### src/sv/scbh_pkg.sv
// ---------------------------------------------------------------------------
// scbh_pkg: shared types and constants of the strided cell bin histogram
// Item and result structs, register indexes, command codes, queue depths.
// ---------------------------------------------------------------------------
package scbh_pkg;

	// default geometry
	localparam int CELLS_DEFAULT     = 4096;
	localparam int BIN_COUNT_DEFAULT = 10;

	// field widths fixed by the interface
	localparam int CMD_W       = 1;
	localparam int WEIGHT_W    = 8;
	localparam int CELL_IDX_W  = 12;
	localparam int BIN_IDX_W   = 4;
	localparam int COUNT_W     = 16;
	localparam int MASK_W      = 16;
	localparam int MASK_BIT_W  = 4;
	localparam int ENTRY_W     = COUNT_W + MASK_W;

	// configuration registers
	localparam int STRIDE_W    = 12;
	localparam int CELLS_USE_W = 13;
	localparam int CFG_IDX_W   = 1;
	localparam int CFG_DATA_W  = 13;

	localparam logic [CFG_IDX_W-1:0]   REG_STRIDE       = 1'b0;
	localparam logic [CFG_IDX_W-1:0]   REG_CELLS_IN_USE = 1'b1;
	localparam logic [STRIDE_W-1:0]    STRIDE_RESET     = 12'd37;
	localparam logic [CELLS_USE_W-1:0] CELLS_USE_RESET  = 13'd4096;

	// command codes
	localparam logic [CMD_W-1:0] CMD_ADD  = 1'b0;
	localparam logic [CMD_W-1:0] CMD_READ = 1'b1;

	localparam logic [COUNT_W-1:0] COUNT_MAX = '1;

	// queue depths (powers of two)
	localparam int MID_DEPTH = 4;
	localparam int OUT_DEPTH = 4;

	typedef struct packed {
		logic [CMD_W-1:0]           cmd;
		logic signed [WEIGHT_W-1:0] weight;
		logic [CELL_IDX_W-1:0]      cell_index;
		logic [BIN_IDX_W-1:0]       bin_index;
	} item_t;

	typedef struct packed {
		logic [COUNT_W-1:0] bin_count;
		logic [MASK_W-1:0]  value_mask;
	} result_t;

	// classified operation handed from front to back
	typedef struct packed {
		logic                  is_read;
		logic                  in_range;
		logic [MASK_BIT_W-1:0] mask_bit;
	} op_ctl_t;

	// modulus reduction sequencer
	typedef enum logic [1:0] {
		RED_IDLE,
		RED_LOAD,
		RED_RUN
	} red_state_t;

endpackage

### src/sv/scbh_front.sv
// ---------------------------------------------------------------------------
// scbh_front: configuration, cell cursor and item classification
// Holds the registers and the cursor, reduces cursor and stride modulo the
// active cell count after each register write, and turns each item into an
// entry address plus a small control word for the back end.
// ---------------------------------------------------------------------------
module scbh_front
	import scbh_pkg::*;
#(
	parameter int CELLS     = CELLS_DEFAULT,
	parameter int BIN_COUNT = BIN_COUNT_DEFAULT,
	parameter int ADDR_W    = $clog2(CELLS_DEFAULT * BIN_COUNT_DEFAULT)
) (
	input  logic                                clk,
	input  logic                                arst_n,
	input  logic                                cfg_wen,
	input  logic [CFG_IDX_W-1:0]                cfg_idx,
	input  logic [CFG_DATA_W-1:0]               cfg_data,
	input  logic                                take,
	input  item_t                               item,
	output logic                                q_push,
	output logic [$bits(op_ctl_t)+ADDR_W-1:0]   q_data,
	output logic                                reducing
);

	localparam int CELL_W = $clog2(CELLS);
	localparam int M_W    = $clog2(CELLS + 1);
	localparam int R_W    = M_W + 1;
	localparam int DIV_W  = (CELL_W > STRIDE_W) ? CELL_W : STRIDE_W;
	localparam int STEP_W = $clog2(DIV_W);

	logic [STRIDE_W-1:0]    stride_q;
	logic [CELLS_USE_W-1:0] cells_q;
	logic [CELL_W-1:0]      cursor_q;
	logic [CELL_W-1:0]      cell_q;
	logic [CELL_W-1:0]      stride_mod_q;

	red_state_t             red_q;
	red_state_t             red_nxt;
	logic                   red_load;
	logic                   red_step;
	logic                   red_done;
	logic [STEP_W-1:0]      step_q;
	logic [DIV_W-1:0]       div_c_q;
	logic [DIV_W-1:0]       div_s_q;
	logic [M_W-1:0]         rem_c_q;
	logic [M_W-1:0]         rem_s_q;
	logic [R_W-1:0]         rc_sh;
	logic [R_W-1:0]         rs_sh;
	logic [R_W-1:0]         rc_nx;
	logic [R_W-1:0]         rs_nx;

	logic [M_W-1:0]         mod_c;
	logic [R_W-1:0]         sum_c;
	logic [R_W-1:0]         sum_wrap;
	logic [CELL_W-1:0]      cell_nxt;

	logic [WEIGHT_W-1:0]    biased;
	logic [15:0]            bin_prod;
	logic [BIN_IDX_W-1:0]   bin_add;
	logic                   rd_in_range;
	logic [ADDR_W-1:0]      addr_add;
	logic [ADDR_W-1:0]      addr_rd;
	op_ctl_t                ctl;

	// active modulus: zero or oversized count falls back to all cells
	always_comb begin
		if (cells_q == '0 || 32'(cells_q) > CELLS) begin
			mod_c = M_W'(CELLS);
		end else begin
			mod_c = M_W'(cells_q);
		end
	end

	// configuration registers
	always_ff @(posedge clk or negedge arst_n) begin
		if (!arst_n) begin
			stride_q <= STRIDE_RESET;
			cells_q  <= CELLS_USE_RESET;
		end else if (cfg_wen) begin
			case (cfg_idx)
				REG_STRIDE: begin
					stride_q <= cfg_data[STRIDE_W-1:0];
				end
				REG_CELLS_IN_USE: begin
					cells_q <= cfg_data[CELLS_USE_W-1:0];
				end
				default: begin
				end
			endcase
		end
	end

	// reduction sequencer state
	always_ff @(posedge clk or negedge arst_n) begin
		if (!arst_n) begin
			red_q <= RED_LOAD;
		end else begin
			red_q <= red_nxt;
		end
	end

	always_comb begin
		red_nxt  = red_q;
		red_load = 1'b0;
		red_step = 1'b0;
		red_done = 1'b0;
		case (red_q)
			RED_IDLE: begin
			end
			RED_LOAD: begin
				red_load = 1'b1;
				red_nxt  = RED_RUN;
			end
			RED_RUN: begin
				red_step = 1'b1;
				if (step_q == STEP_W'(DIV_W - 1)) begin
					red_done = 1'b1;
					red_nxt  = RED_IDLE;
				end
			end
			default: begin
				red_nxt = RED_IDLE;
			end
		endcase
		// any register write restarts the reduction
		if (cfg_wen) begin
			red_nxt = RED_LOAD;
		end
	end

	assign reducing = (red_q != RED_IDLE);

	// restoring remainder step, one dividend bit per cycle, cursor and stride
	assign rc_sh = {rem_c_q, div_c_q[DIV_W-1]};
	assign rs_sh = {rem_s_q, div_s_q[DIV_W-1]};
	assign rc_nx = (rc_sh >= R_W'(mod_c)) ? rc_sh - R_W'(mod_c) : rc_sh;
	assign rs_nx = (rs_sh >= R_W'(mod_c)) ? rs_sh - R_W'(mod_c) : rs_sh;

	always_ff @(posedge clk) begin
		if (red_load) begin
			step_q  <= '0;
			div_c_q <= DIV_W'(cursor_q);
			div_s_q <= DIV_W'(stride_q);
			rem_c_q <= '0;
			rem_s_q <= '0;
		end else if (red_step) begin
			step_q  <= step_q + 1'b1;
			div_c_q <= div_c_q << 1;
			div_s_q <= div_s_q << 1;
			rem_c_q <= rc_nx[M_W-1:0];
			rem_s_q <= rs_nx[M_W-1:0];
		end
	end

	// cursor advance: both terms already below the modulus
	assign sum_c    = R_W'(cell_q) + R_W'(stride_mod_q);
	assign sum_wrap = (sum_c >= R_W'(mod_c)) ? sum_c - R_W'(mod_c) : sum_c;
	assign cell_nxt = sum_wrap[CELL_W-1:0];

	// cursor keeps the raw position, cell holds it reduced by the modulus
	always_ff @(posedge clk or negedge arst_n) begin
		if (!arst_n) begin
			cursor_q     <= '0;
			cell_q       <= '0;
			stride_mod_q <= '0;
		end else if (red_done) begin
			cell_q       <= rc_nx[CELL_W-1:0];
			stride_mod_q <= rs_nx[CELL_W-1:0];
		end else if (take && item.cmd == CMD_ADD) begin
			cursor_q <= cell_nxt;
			cell_q   <= cell_nxt;
		end
	end

	// classification: bin of a weight, entry addresses, read range check
	assign biased      = {~item.weight[WEIGHT_W-1], item.weight[WEIGHT_W-2:0]};
	assign bin_prod    = 16'(biased) * 16'(BIN_COUNT);
	assign bin_add     = bin_prod[11:8];
	assign addr_add    = ADDR_W'(32'(cell_q) * 32'(BIN_COUNT) + 32'(bin_add));
	assign addr_rd     = ADDR_W'(32'(item.cell_index) * 32'(BIN_COUNT)
	                     + 32'(item.bin_index));
	assign rd_in_range = (32'(item.cell_index) < CELLS) && (32'(item.bin_index) < BIN_COUNT);

	always_comb begin
		ctl.is_read  = (item.cmd == CMD_READ);
		ctl.in_range = ctl.is_read ? rd_in_range : 1'b1;
		ctl.mask_bit = biased[MASK_BIT_W-1:0];
	end

	assign q_push = take;
	assign q_data = {ctl, (ctl.is_read ? addr_rd : addr_add)};

endmodule

### config.mk
export PLATFORM = sky130hd
export DESIGN_NAME = scbh_front
export DESIGN_NICKNAME = d
export VERILOG_FILES = /design/src/sv/scbh_pkg.sv /design/src/sv/scbh_front.sv
export SDC_FILE = /design/constraint.sdc
export NUM_CORES = 1
export LEC_CHECK = 0
export ABC_AREA = 1
export BUFFER_PORTS_ARGS = -buffer_cell sky130_fd_sc_hd__buf_4
export CAP_MARGIN = 10
export CORE_MARGIN = 3
export CORE_UTILIZATION = 25
export DETAILED_ROUTE_END_ITERATION = 6
export PLACE_DENSITY = 0.41
export SYNTH_ARGS = -nofsm -noshare
export SYNTH_HDL_FRONTEND = slang
export SYNTH_SLANG_ARGS = --single-unit
### constraint.sdc
create_clock -name clk -period 8.04 [get_ports clk]
set_input_delay 1.608 -clock clk [delete_from_list [all_inputs] [get_ports clk]]
set_output_delay 1.608 -clock clk [all_outputs]
set_load 0.01 [all_outputs]
==> impl_metrics.json <==
{
  "netSwitchingFraction": 0.4759,
  "worstMarginPinSlew_ns": 1.083,
  "drv_slew": 0,
  "leakagePower_nw": 6.080,
  "clock_sinks": 117,
  "peakVddDrop_uv": 132.5,
  "finalSetupTns_ns": 0,
  "die_w_um": 203.4,
  "synth_edf_count": 24,
  "postCtsHoldBufs": 0,
  "antenna_found_initial": 0,
  "reg2reg_to": "cell_q[5]",
  "maxCapViolCount": 0,
  "rrSetupSlack_ns": 3.97,
  "rsz0062_at_grt": "no",
  "p_per_area_nw_per_um2": 324.9,
  "clk_latency_ns": 0.43,
  "place_area_um2": 10730,
  "wl_per_cell_um": 14.53,
  "drt_first_pass_iters": 5,
  "slew_headroom": 0.2779,
  "arrival_ns": 5.00,
  "port_buffers": 66,
  "hold_viol": 0,
  "cp-start-kind": "input pin",
  "die_height_um": 203.4,
  "avgSynthCellArea_um2": 6.979,
  "htreeDepth": 4,
  "path_class": "input pin to primary output",
  "hold_path.class": "flop to flop",
  "vias_per_cell": 4.408,
  "power_frac_seq": 0.252,
  "overflow": 0,
  "design_area_um2": 11310,
  "drcViolationCount": 0,
  "reg2reg_depth": 15,
  "yosysTopAreaCell": "nand2_1",
  "ys_seq_elements": 117,
  "multiInputGateArea_um2": 5896,
  "start_util": 0.2563,
  "setup_viol_count_final": 0,
  "p_int_mw": 1.926,
  "routed_wl_mm": 28.63,
  "synth_seq_area_share": 0.2981,
  "layout-drive-gt1-share": 0.09863,
  "n_antenna_cell": 0,
  "cts_tree": "built",
  "synth_flop_cell": "dfrtp_1",
  "grt_pass1_vias": 8760,
  "syn_area_um2": 9743,
  "power_frac_clock": 0.205,
  "period_needed_ns": 6.606,
  "n_fill_cell": 4366,
  "syn_to_final_growth_pct": 16.08,
  "place_hpwl_mm": 22.31,
  "syn_nets": 1557,
  "rows": 71,
  "reg2reg_from": "cells_q[9]",
  "power_frac_comb": 0.543,
  "synth.most_common_cell": "nand2_1",
  "status": "complete, no violations",
  "drt_iter0_drc": 419,
  "ctsResizeCount": 0,
  "vias": 8689,
  "cts_root_buffer": "clkbuf_16",
  "synth-async-reset-ratio": 0.5385,
  "antenna_left": 0,
  "p_sw_mw": 1.748,
  "syn_inst": 1396,
  "end_kind": "primary output",
  "core_area_um2": 38020,
  "path_max_fanout": 3,
  "fp.dieArea_um2": 41380,
  "fmax_mhz": 151.4,
  "p_total_mw": 3.674,
  "grt_pass1_wl_mm": 47.10,
  "cts.clk_slew.worst_paths_ns": 0.06,
  "post-cts-setup-buffers": 0,
  "finClkSkew_ns": 0.01932,
  "ys_warn_count": 0,
  "seq_area_um2": 2904,
  "cts_max_path_buffers": 2,
  "synthTopCellsByCount": "435 x nand2_1, 198 x inv_1, 110 x ha_1",
  "numCtsBuffers": 17,
  "grt_start_max_net_pins": 64,
  "yosysTopAreaCellShare": 0.1676,
  "synth_cell_types": 45,
  "grt_use_total": 0.1424,
  "routabilityCongestion": 0.8220,
  "io_pins": 67,
  "synth_area_leaders": "nand2_1 17%, dfrtp_1 15%, ha_1 14%, inv_1 7.6%, edfxtp_1 7.4%",
  "period_share": 0.8216,
  "worstPathRequired_ns": 6.43,
  "cp-endpoint": "q_data[15]",
  "startpoint": "item[20]",
  "nNetsFinal": 1608
}
[how the worst min path moves through the flow]
stage          depth (start not counted)  slack [ns]      endpoint    startpoint
3_5_place_dp                           2        0.47  cursor_q[10]  cursor_q[10]
3_3_place_gp                           2        0.46   cursor_q[0]   cursor_q[0]
4_1_cts                                2        0.48   cursor_q[0]   cursor_q[0]
6_report                               2        0.48   rem_c_q[12]   rem_c_q[12]
5_1_grt                                2        0.51  stride_q[10]  stride_q[10]
2_1_floorplan                          2        0.45   cursor_q[0]   cursor_q[0]
[per-layer routing]
| layer | up-vias | global-route usage | routed length (um) |
|---|---|---|---|
| li1 | 4632 | - | - |
| met1 | 3969 | 0.1982 | 14830 |
| met2 | 75 | 0.2400 | 13090 |
| met3 | 13 | 0.01915 | 530 |
| met4 | 0 | 0.02311 | 181 |
| met5 | - | 0 | 0 |
[state kept, by name, summed over array words and instances, names as in the netlist]
name and count:
cell_q 12, red_q 2, rem_c_q 13, stride_mod_q 12
stride_q 12, step_q 4, div_s_q 12, cursor_q 12
cells_q 13, rem_s_q 13, div_c_q 12
[cells by family after synthesis]
kind of cell             synth area share
AO/OA/AOI/OAI                      0.1311
XOR/XNOR                          0.04135
adder cells (fa/ha/maj)            0.1577
buffers and inverters             0.09734
flip-flops                         0.2981
AND/OR/NAND/NOR                    0.2744
[power groups by stage]
| stage | sequential, mW | clock [mW] | combinational [mW] |
|---|---|---|---|
| 3_3_place_gp | 0.938 | 0 | 2.00 |
| 5_1_grt | 0.949 | 0.806 | 2.32 |
| 4_1_cts | 0.932 | 0.774 | 2.01 |
| 3_5_place_dp | 0.941 | 0 | 2.00 |
| 2_1_floorplan | 0.871 | 0 | 1.50 |
| 6_report | 0.927 | 0.753 | 1.99 |
[metrics by stage]
step	hold WS [ns]	utilization	cells	worst slack [ns]
2_1_floorplan	0.4492	-	1396	2.052
5_1_grt	0.5138	0.2975	1971	1.028
3_3_place_gp	0.4636	0.2823	1939	1.452
4_1_cts	0.4822	0.2975	1971	1.429
6_report	0.4824	0.2975	1971	1.434
3_5_place_dp	0.4675	0.2823	1939	1.438
[critical path: stages]
cell     delay, ns
buf_4         0.12
ha_1          0.29
ha_1          0.30
nand2_1       0.05
o21ai_0       0.23
nand2_1       0.11
nand2_1       0.11
nand2_1       0.08
a21oi_1       0.18
a21oi_1       0.10
fa_1          0.42
nand2_1       0.07
inv_1         0.04
o21ai_0       0.32
nor2_1        0.13
nand2_1       0.11
nor2_1        0.06
nand2_1       0.10
nor2_2        0.05
nand3_1       0.09
nor2_1        0.06
nand2_1       0.05
nand2_1       0.05
nand2_1       0.06
nand2_1       0.06
buf_4         0.14
[cells in the final DEF, fill, tap and decap left out, drive strengths merged]
cell | synthesis | layout
a31oi | 7 | 7
nand3 | 70 | 70
edfxtp | 24 | 24
dfrtp | 58 | 58
a32o | 1 | 1
o21a | 1 | 1
nand2 | 442 | 442
a21o | 9 | 9
o221ai | 1 | 1
nand3b | 1 | 1
xor2 | 35 | 35
nor4 | 3 | 3
ha | 110 | 110
nor2 | 88 | 88
a22oi | 3 | 3
clkinvlp | 0 | 1
clkinv | 2 | 4
buf | 14 | 70
inv | 203 | 215
or2 | 7 | 7
a21oi | 81 | 81
clkbuf | 24 | 17
o22ai | 2 | 2
dfstp | 5 | 5
o32ai | 2 | 2
a221oi | 2 | 2
o21bai | 10 | 10
dfxtp | 30 | 30
xnor2 | 11 | 11
nand4 | 21 | 21
o21ai | 111 | 111
o211ai | 3 | 3
nor3 | 7 | 7
fa | 8 | 8
[area by class of cell]
class,count,area share
clock buffers,17,0.03761
clock inverters,15,0.01328
inverters,205,0.06804
multi-input cells,1036,0.5213
flip-flops and latches,117,0.2568
well taps,511,0.05653
repair buffers,70,0.04647
Power figures use the tool's default switching activity.
