**config.mk**
```make
export PLATFORM = sky130hd
export DESIGN_NAME = scbh_fifo
export DESIGN_NICKNAME = d
export VERILOG_FILES = /design/src/sv/scbh_fifo.sv
export SDC_FILE = /design/constraint.sdc
export NUM_CORES = 1
export LEC_CHECK = 0
export BUFFER_PORTS_ARGS = -buffer_cell sky130_fd_sc_hd__buf_2
export CORE_ASPECT_RATIO = 1.4
export CORE_MARGIN = 2
export CORE_UTILIZATION = 45
export DETAILED_ROUTE_END_ITERATION = 10
export GPL_ROUTABILITY_DRIVEN = 0
export PLACE_DENSITY = 0.66
export SLEW_MARGIN = 20
export SYNTH_ARGS = -nofsm -noshare
export SYNTH_HDL_FRONTEND = slang
export SYNTH_SLANG_ARGS = --single-unit
```
**constraint.sdc**
```tcl
create_clock -name clk -period 2.9 [get_ports clk]
set_input_delay 0.435 -clock clk [delete_from_list [all_inputs] [get_ports clk]]
set_output_delay 0.435 -clock clk [all_outputs]
set_load 0.005 [all_outputs]
```
**src/sv/scbh_fifo.sv**
```systemverilog
// ---------------------------------------------------------------------------
// scbh_fifo: small register queue
// First-word-fall-through queue with occupancy output; DEPTH is a power of two.
// ---------------------------------------------------------------------------
module scbh_fifo #(
	parameter int WIDTH = 8,
	parameter int DEPTH = 4
) (
	input  logic                         clk,
	input  logic                         arst_n,
	input  logic                         push,
	input  logic [WIDTH-1:0]             wdata,
	output logic                         full,
	input  logic                         pop,
	output logic [WIDTH-1:0]             rdata,
	output logic                         empty,
	output logic [$clog2(DEPTH+1)-1:0]   level
);

	localparam int PTR_W = $clog2(DEPTH);
	localparam int LVL_W = $clog2(DEPTH + 1);

	logic [WIDTH-1:0] store_q [DEPTH];
	logic [PTR_W-1:0] wr_ptr_q;
	logic [PTR_W-1:0] rd_ptr_q;
	logic [LVL_W-1:0] level_q;
	logic             do_push;
	logic             do_pop;

	assign full    = (level_q == LVL_W'(DEPTH));
	assign empty   = (level_q == '0);
	assign level   = level_q;
	assign do_push = push & ~full;
	assign do_pop  = pop & ~empty;
	assign rdata   = store_q[rd_ptr_q];

	// storage
	always_ff @(posedge clk) begin
		if (do_push) begin
			store_q[wr_ptr_q] <= wdata;
		end
	end

	// pointers and occupancy
	always_ff @(posedge clk or negedge arst_n) begin
		if (!arst_n) begin
			wr_ptr_q <= '0;
			rd_ptr_q <= '0;
			level_q  <= '0;
		end else begin
			if (do_push) begin
				wr_ptr_q <= wr_ptr_q + 1'b1;
			end
			if (do_pop) begin
				rd_ptr_q <= rd_ptr_q + 1'b1;
			end
			if (do_push && !do_pop) begin
				level_q <= level_q + 1'b1;
			end else if (do_pop && !do_push) begin
				level_q <= level_q - 1'b1;
			end
		end
	end

endmodule

```
==> flow_summary.ini, run 1 <==
[final_layout]
diodes = 0
area_delta_synth_final_pct = 16.9
fin_area_sq_mm = 0.00186
drive_above_1_share_pct = 43.9
fin_util_pct = 55.0
nNetsFinal = 124

[placed_design]
placed_area_sq_mm = 0.00174
place_hpwl_um = 1600
io_buffer_count = 24

[min_path]
min-delay-path-class = input pin to register

[clocking]
clkLatencyLatePin_ns = 0.29
cts_hold_buf = 1
cts-root-buf = clkbuf_8
cts_buffer_depth = 2
htree_levels = 2
cts_setup_buffers = 0
cts_sinks = 39
cts_buffers = 5
cts_tree = done
clkTransAtPathRegs_ns = 0.08
cts_resized = 0

[critical_path]
crit_chain = mux4_2, buf_2
r2r-start = level[0]
critPathRequiredTime_ns = 2.47
cp-end-kind = output port
arrival_ns = 1.72
cp_slowest_stage_delay_ns = 0.72
cp_slowest_cell = dfrtp_1
crit_type = register to output port
reg2reg_slack_ns = 0.83
worstReg2RegEnd = level[2]
worst_setup_path_start_kind = register
critPathLaunch = rd_ptr_q[0]
critPathTopFamily = flip-flops
rr_worst_depth = 8
worstSetupPathDepth = 2
path_max_fanout = 10
crit_buf_inv = 1
endpoint = rdata[6]

[yosys]
synth_seq_cells = 39
yosysMostFrequentCell = edfxtp_1
netlist_area_sq_mm = 0.00159
yosysWarnings = 0
synthDominantCellAreaShare_pct = 60.5
ys_top_cells_by_count = edfxtp_1 (32), mux4_2 (8), dfrtp_1 (7)
syn_nets = 95
async_flop_share_pct = 17.9
synth_top_cell_by_area = edfxtp_1
synth_compound_area_share_pct = 0
syn-instance-count = 77
synth.area.top_cells = edfxtp_1 (60%), mux4_2 (11%), dfrtp_1 (11%)
avgSynthCellArea_sq_um = 20.6
synth_top_family_by_area = multiplexers
synthXorXnorAreaFrac_pct = 3.31
synth.distinct_cells = 20
synth-edff-count = 32
yosysSeqAreaShare_pct = 71.5
synthMuxAreaShare_pct = 13.0
synthSimpleGateAreaFrac_pct = 5.04
ys.flop_type = edfxtp_1
yosys.area_share.adder_pct = 5.20

[drt]
drt_iter0_markers = 26
firstDrtPassIters = 3
routed_wirelength_um = 2300
drc = 0
vias_per_cell = 5.16
wl_per_cell_um = 15.6
via_count = 758
final_antenna_net_count = 0

[die]
rows = 25
coreArea_sq_mm = 0.00338
die_w_um = 54.2
dieArea_sq_mm = 0.00403
io_pins = 25
initial_core_util_pct = 47.0
die_height_um = 74.3

[sta]
slew_headroom_pct = 60.4
rsz0062_at_grt = false
hold_viol = 0
drv_slew = 0
setup_viol = 0
setup_tns_ns = 0
period_needed_ns = 2.16
period_share_pct = 74.5
hold-worst-slack_ns = 0.364
skew_ns = 0.00805
tightest_slew_ns = 0.594
max_freq_mhz = 463

[global_routing]
grt_pass1_vias = 836
grt_overflow_total = 0
track_usage_pct = 14.3
grt_pass1_wl_um = 3920
antenna_found_initial = 0
grt_max_degree = 13

[run_status]
outcome = completed

[power_and_ir_drop]
p_leak_nw = 0.704
vdd_drop_max_mv = 0.586
power.density_mw_per_mm2 = 999

[job]
maxCapViolations = 0
registers in the layout, indices dropped and copies added, names as in the netlist:
signal,count
level,3
rd_ptr_q,2
store_q,32
wr_ptr_q,2
cell usage in the layout (no fill, tap or decap), drive strengths merged:
cell type     n
and2          4
buf          24
bufinv        1
clkbuf        5
clkinv        2
dfrtp         7
dlygate4sd3   1
edfxtp       32
fa            1
ha            5
inv           3
mux2          2
mux4          8
nand2b        1
nand3b        1
nor2          1
nor2b         1
nor3          1
nor3b         1
xnor2         4
xor2          2
metrics by stage:
step / setup slack, ns / instances / total power, mW
floorplan: 0.911 / 77 / 1.26
global placement: 0.860 / 138 / 1.43
detailed placement: 0.836 / 138 / 1.45
CTS: 0.696 / 147 / 1.88
global route: 0.551 / 147 / 1.98
finish: 0.740 / 147 / 1.85
power breakdown:
group,internal (mW),switching (mW),total (mW)
registers,0.759,0.138,0.897
clock network,0.252,0.176,0.428
logic,0.318,0.212,0.529
kinds of logic after synthesis:
family | Yosys count
xor gates and xnor gates | 6
adders and majority gates | 6
buffers and inverters | 6
DFF | 39
muxes | 10
and+or+nand+nor | 10
cell type report:
cell class | count | area (sq um)
Clock buffer | 5 | 68.8
Clock inverter | 3 | 38.8
Fill cell | 265 | 1520
Inverter | 3 | 11.3
Multi-Input combinational cell | 32 | 422
Sequential cell | 39 | 1140
Tap cell | 40 | 50.0
Timing Repair Buffer | 25 | 130
worst min path at each step:
stage                          to     start  depth (start not counted)  slack (ns)
detailed placement    wr_ptr_q[1]    arst_n                          1        0.28
global route        store_q[3][0]  wdata[0]                          1        0.35
CTS                 store_q[3][0]  wdata[0]                          1        0.35
finish              store_q[1][3]  wdata[3]                          1        0.36
floorplan                level[0]    arst_n                          0        0.14
global placement      wr_ptr_q[0]    arst_n                          1        0.27
per-layer routing:
metal  GRT usage [%]  part of all wire, %
met3            5.02                  5.2
met2            21.7                   50
met5               0                    0
met1            17.9                   43
met4            7.78                  2.0
No activity file was read; power rests on OpenSTA's default activity.
==> inputs of run 2 (changes only) <==
--- a/config.mk
+++ b/config.mk
@@ -11,7 +11,7 @@
 export CORE_UTILIZATION = 45
 export DETAILED_ROUTE_END_ITERATION = 10
 export GPL_ROUTABILITY_DRIVEN = 0
-export PLACE_DENSITY = 0.66
+export PLACE_DENSITY = 0.68
 export SLEW_MARGIN = 20
 export SYNTH_ARGS = -nofsm -noshare
 export SYNTH_HDL_FRONTEND = slang
==> constraint.sdc (replaced) <==
create_clock -name clk -period 1.8 [get_ports clk]
set_input_delay 0.27 -clock clk [delete_from_list [all_inputs] [get_ports clk]]
set_output_delay 0.27 -clock clk [all_outputs]
set_load 0.005 [all_outputs]
==> flow_summary.ini, run 2 (synthesis results as in run 1) <==
[critical_path]
worst_setup_path_start_kind = register
crit_type = register to register
arrival_ns = 1.96
reg2reg_slack_ns = 0.007
path_max_fanout = 3
cp-end-kind = register
critPathRequiredTime_ns = 1.96

[drt]
drt_iter0_markers = 13
drc = 0
wl_per_cell_um = 16.6
via_count = 798
final_antenna_net_count = 0
routed_wirelength_um = 2650
vias_per_cell = 5.02
firstDrtPassIters = 3

[power_and_ir_drop]
p_int_mw = 2.26
finalPower_mw = 3.19
seqPwrFrac_pct = 44.0
p_comb_share_pct = 39.2
vdd_drop_max_mv = 1.05
p_sw_share_pct = 29.1
power.density_mw_per_mm2 = 1600
power_switching_uw = 930
clkPwrFrac_pct = 16.9
p_leak_nw = 0.772

[die]
initial_core_util_pct = 47.0
rows = 25
die_height_um = 74.3
coreArea_sq_mm = 0.00338
dieArea_sq_mm = 0.00403
io_pins = 25
die_w_um = 54.2

[sta]
hold-worst-slack_ns = 0.205
max_freq_mhz = 558
finalWorstSetupSlack_ns = 0.00674
tightest_slew_ns = 0.440
drv_slew = 0
hold_viol = 0
period_needed_ns = 1.79
skew_ns = 0.00295
slew_headroom_pct = 70.6
setup_viol = 0
rsz0062_at_grt = true
period_share_pct = 99.6

[job]
maxCapViolations = 0

[final_layout]
fin_util_pct = 59.1
num-fill-cells = 267
largest_reg_flops = 32
drive_above_1_share_pct = 55.5
final_common_cell = edfxtp_1
nNetsFinal = 136
regArea_sq_mm = 0.00114
fin_area_sq_mm = 0.00200
mostFrequentLayoutCells = edfxtp_1 (32), buf_2 (23), buf_4 (10)
regMostFlops = store_q
diodes = 0
area_delta_synth_final_pct = 25.7
multi_input_area_sq_um = 464

[run_status]
outcome = completed

[placed_design]
place_hpwl_um = 1820
io_buffer_count = 24
placed_area_sq_mm = 0.00183
dpl_worst_slack_ns = -0.0325

[min_path]
min-delay-path-class = input pin to register

[global_routing]
grt_max_degree = 12
grt_pass1_wl_um = 4250
antenna_found_initial = 0
grt_pass1_vias = 883
grt_overflow_total = 0
track_usage_pct = 15.5

[clocking]
htree_levels = 2
cts_buffers = 5
cts-root-buf = clkbuf_8
cts_buffer_depth = 2
clkLatencyLatePin_ns = 0.28
cts_sinks = 39
cts_tree = done
clkTransAtPathRegs_ns = 0.07
## run 2: cell type report
cell class	instances	share of cell area, %
Clock buffer	7	3.82
Clock inverter	1	0.250
Inverter	3	0.564
Multi-Input combinational cell	32	23.2
Sequential cell	39	57.0
Tap cell	40	2.50
Timing Repair Buffer	37	12.6
## run 2: metal layers
layer | up-vias | part of all wire, % | GRT usage [%]
li1 | 370 | - | -
met1 | 399 | 35 | 16.7
met3 | 5 | 6.3 | 5.62
met4 | 0 | 1.8 | 5.83
met5 | - | 0 | 0
met2 | 24 | 57 | 27.2
## run 2: power by group through the flow
stage | Sequential, mW | Clock (mW) | Combinational (mW)
finish | 1.40 | 0.539 | 1.25
global route | 1.43 | 0.585 | 1.39
global placement | 1.40 | 0 | 1.08
floorplan | 1.36 | 0 | 0.725
detailed placement | 1.41 | 0 | 1.11
CTS | 1.39 | 0.555 | 1.15
## run 2: critical path, stage by stage, from the launching register on
cell	delay (ns)
dfrtp_2	0.45
nor3b_4	0.25
nor2b_4	0.08
ha_4	0.16
inv_2	0.04
fa_2	0.42
mux2_4	0.27
## run 2: worst paths after layout
check	startpoint	endpoint	cells after the start
max in group asynchronous	arst_n	rd_ptr_q[0]	2
max	level[0]	level[1]	6
min	wdata[4]	store_q[0][4]	1
min in group asynchronous	arst_n	level[1]	2
max reg2reg	level[0]	level[1]	6
min reg2reg	wr_ptr_q[1]	wr_ptr_q[1]	1
## run 2: repair_timing
| action | in CTS | in global routing |
|---|---|---|
| buffers inserted | 2 | 1 |
| setup endpoints to repair | 2 | 10 |
| gates cloned | 0 | 1 |
| gates resized for setup | 1 | 6 |
| pin swaps | 4 | 4 |
| hold buffers | 1 | 0 |
| endpoints found under the hold margin | 7 | 0 |
## run 2: per-stage QoR
stage	TNS (ns)	std cells
2_1_floorplan	-0.0752	77
3_3_place_gp	0	146
3_5_place_dp	-0.0325	146
4_1_cts	0	157
5_1_grt	-0.172	159
6_report	0	159
==> inputs of run 3 (changes only) <==
--- a/config.mk
+++ b/config.mk
@@ -12,6 +12,8 @@
 export DETAILED_ROUTE_END_ITERATION = 10
 export GPL_ROUTABILITY_DRIVEN = 0
 export PLACE_DENSITY = 0.68
+export RECOVER_POWER = 100
+export SKIP_LAST_GASP = 1
 export SLEW_MARGIN = 20
 export SYNTH_ARGS = -nofsm -noshare
 export SYNTH_HDL_FRONTEND = slang
==> flow_summary.ini, run 3 (synthesis results as in run 1) <==
[placed_design]
place_hpwl_um = 1820
io_buffer_count = 24

[critical_path]
arrival_ns = 1.96
worst_setup_path_start_kind = register
reg2reg_slack_ns = 0.007
rr_worst_depth = 6
path_max_fanout = 3
crit_type = register to register
critPathRequiredTime_ns = 1.96
cp-end-kind = register

[clocking]
clkTransAtPathRegs_ns = 0.07
htree_levels = 2
cts_buffer_depth = 2
clkLatencyLatePin_ns = 0.28
cts-root-buf = clkbuf_8
cts_buffers = 5
cts_sinks = 39
cts_tree = done

[die]
die_w_um = 54.2
initial_core_util_pct = 47.0
rows = 25
coreArea_sq_mm = 0.00338
die_height_um = 74.3
io_pins = 25
dieArea_sq_mm = 0.00403

[run_status]
outcome = completed

[sta]
slew_headroom_pct = 70.7
setup_tns_ns = 0
drv_slew = 0
rsz0062_at_grt = true
hold-worst-slack_ns = 0.255
skew_ns = 0.00282
period_share_pct = 99.6
period_needed_ns = 1.79
setup_viol = 0
max_freq_mhz = 558
hold_viol = 0
tightest_slew_ns = 0.440

[global_routing]
grt_overflow_total = 0
grt_pass1_vias = 883
track_usage_pct = 15.5
grt_max_degree = 12
antenna_found_initial = 0
grt_pass1_wl_um = 4250

[final_layout]
drive_above_1_share_pct = 47.9
largest_reg_flops = 32
num-fill-cells = 271
mostFrequentLayoutCells = edfxtp_1 (32), buf_2 (14), clkbuf_1 (11)
diodes = 0
final_common_cell = edfxtp_1
regMostFlops = store_q
area_delta_synth_final_pct = 25.0
nNetsFinal = 136

[power_and_ir_drop]
vdd_drop_max_mv = 1.05
p_leak_nw = 0.747
power.density_mw_per_mm2 = 1610

[drt]
drt_iter0_markers = 12
vias_per_cell = 5.04
via_count = 801
final_antenna_net_count = 0
wl_per_cell_um = 16.6
firstDrtPassIters = 3
routed_wirelength_um = 2630
drc = 0

[job]
maxCapViolations = 0

[min_path]
min-delay-path-class = input pin to register
holdPathStages = 1
-- run 3: cell count changes in the layout (fill, tap and decap cells not counted), sizes merged --
cell,previous run,this run
buf,35,26
clkbuf,8,17
-- run 3: repair_timing --
action	in CTS	in global routing
hold buffers	1	0
pin swaps	4	4
setup endpoints to repair	2	10
gates resized for setup	1	6
setup buffers	2	1
gates cloned	0	1
hold endpoints to repair	7	0
-- run 3: worst paths after layout --
path                                  start            end
worst max register to register     level[0]       level[1]
worst min register to register  wr_ptr_q[1]    wr_ptr_q[1]
worst max-delay path               level[0]       level[1]
worst min-delay path               wdata[4]  store_q[0][4]
max in group asynchronous            arst_n    rd_ptr_q[0]
min in group asynchronous            arst_n       level[2]
-- run 3: metrics by stage --
step | util [%] | cell area (sq um) | setup slack [ns] | instances | power [mW]
2_1_floorplan | - | 1620 | -0.0406 | 77 | 2.09
6_report | 58.8 | 1990 | 0.00673 | 159 | 3.19
3_3_place_gp | 54.3 | 1830 | 0.00340 | 146 | 2.48
5_1_grt | 58.8 | 1990 | -0.109 | 159 | 3.41
3_5_place_dp | 54.3 | 1830 | -0.0325 | 146 | 2.52
4_1_cts | 57.5 | 1940 | 0.000280 | 157 | 3.10
-- run 3: area by class of cell --
type	instances	area (sq um)	area share (%)
well taps	40	50.0	2.52
flip-flops and latches	39	1140	57.4
clock inverters	1	5.00	0.252
repair buffers	37	240	12.1
inverters	3	11.3	0.567
clock buffers	7	76.3	3.84
multi-input cells	32	464	23.4
-- run 3: critical path: stages (launching register included) --
cell and delay (ns):
dfrtp_2 0.45, nor3b_4 0.25, nor2b_4 0.08, ha_4 0.16
inv_2 0.04, fa_2 0.42, mux2_4 0.27
-- run 3: power breakdown --
| part | total [mW] | switching, mW | internal (mW) |
|---|---|---|---|
| combinational | 1.25 | 0.492 | 0.757 |
| sequential | 1.40 | 0.171 | 1.23 |
| clock | 0.537 | 0.266 | 0.271 |
-- run 3: routing by layer --
metal / track usage [%] / vias up / share of wire [%] / wire length [um]
met5: 0 / - / 0 / 0
met4: 5.83 / 0 / 1.8 / 47
met3: 5.62 / 5 / 5.7 / 149
met2: 27.2 / 22 / 57 / 1510
met1: 16.7 / 404 / 35 / 928
li1: - / 370 / - / -
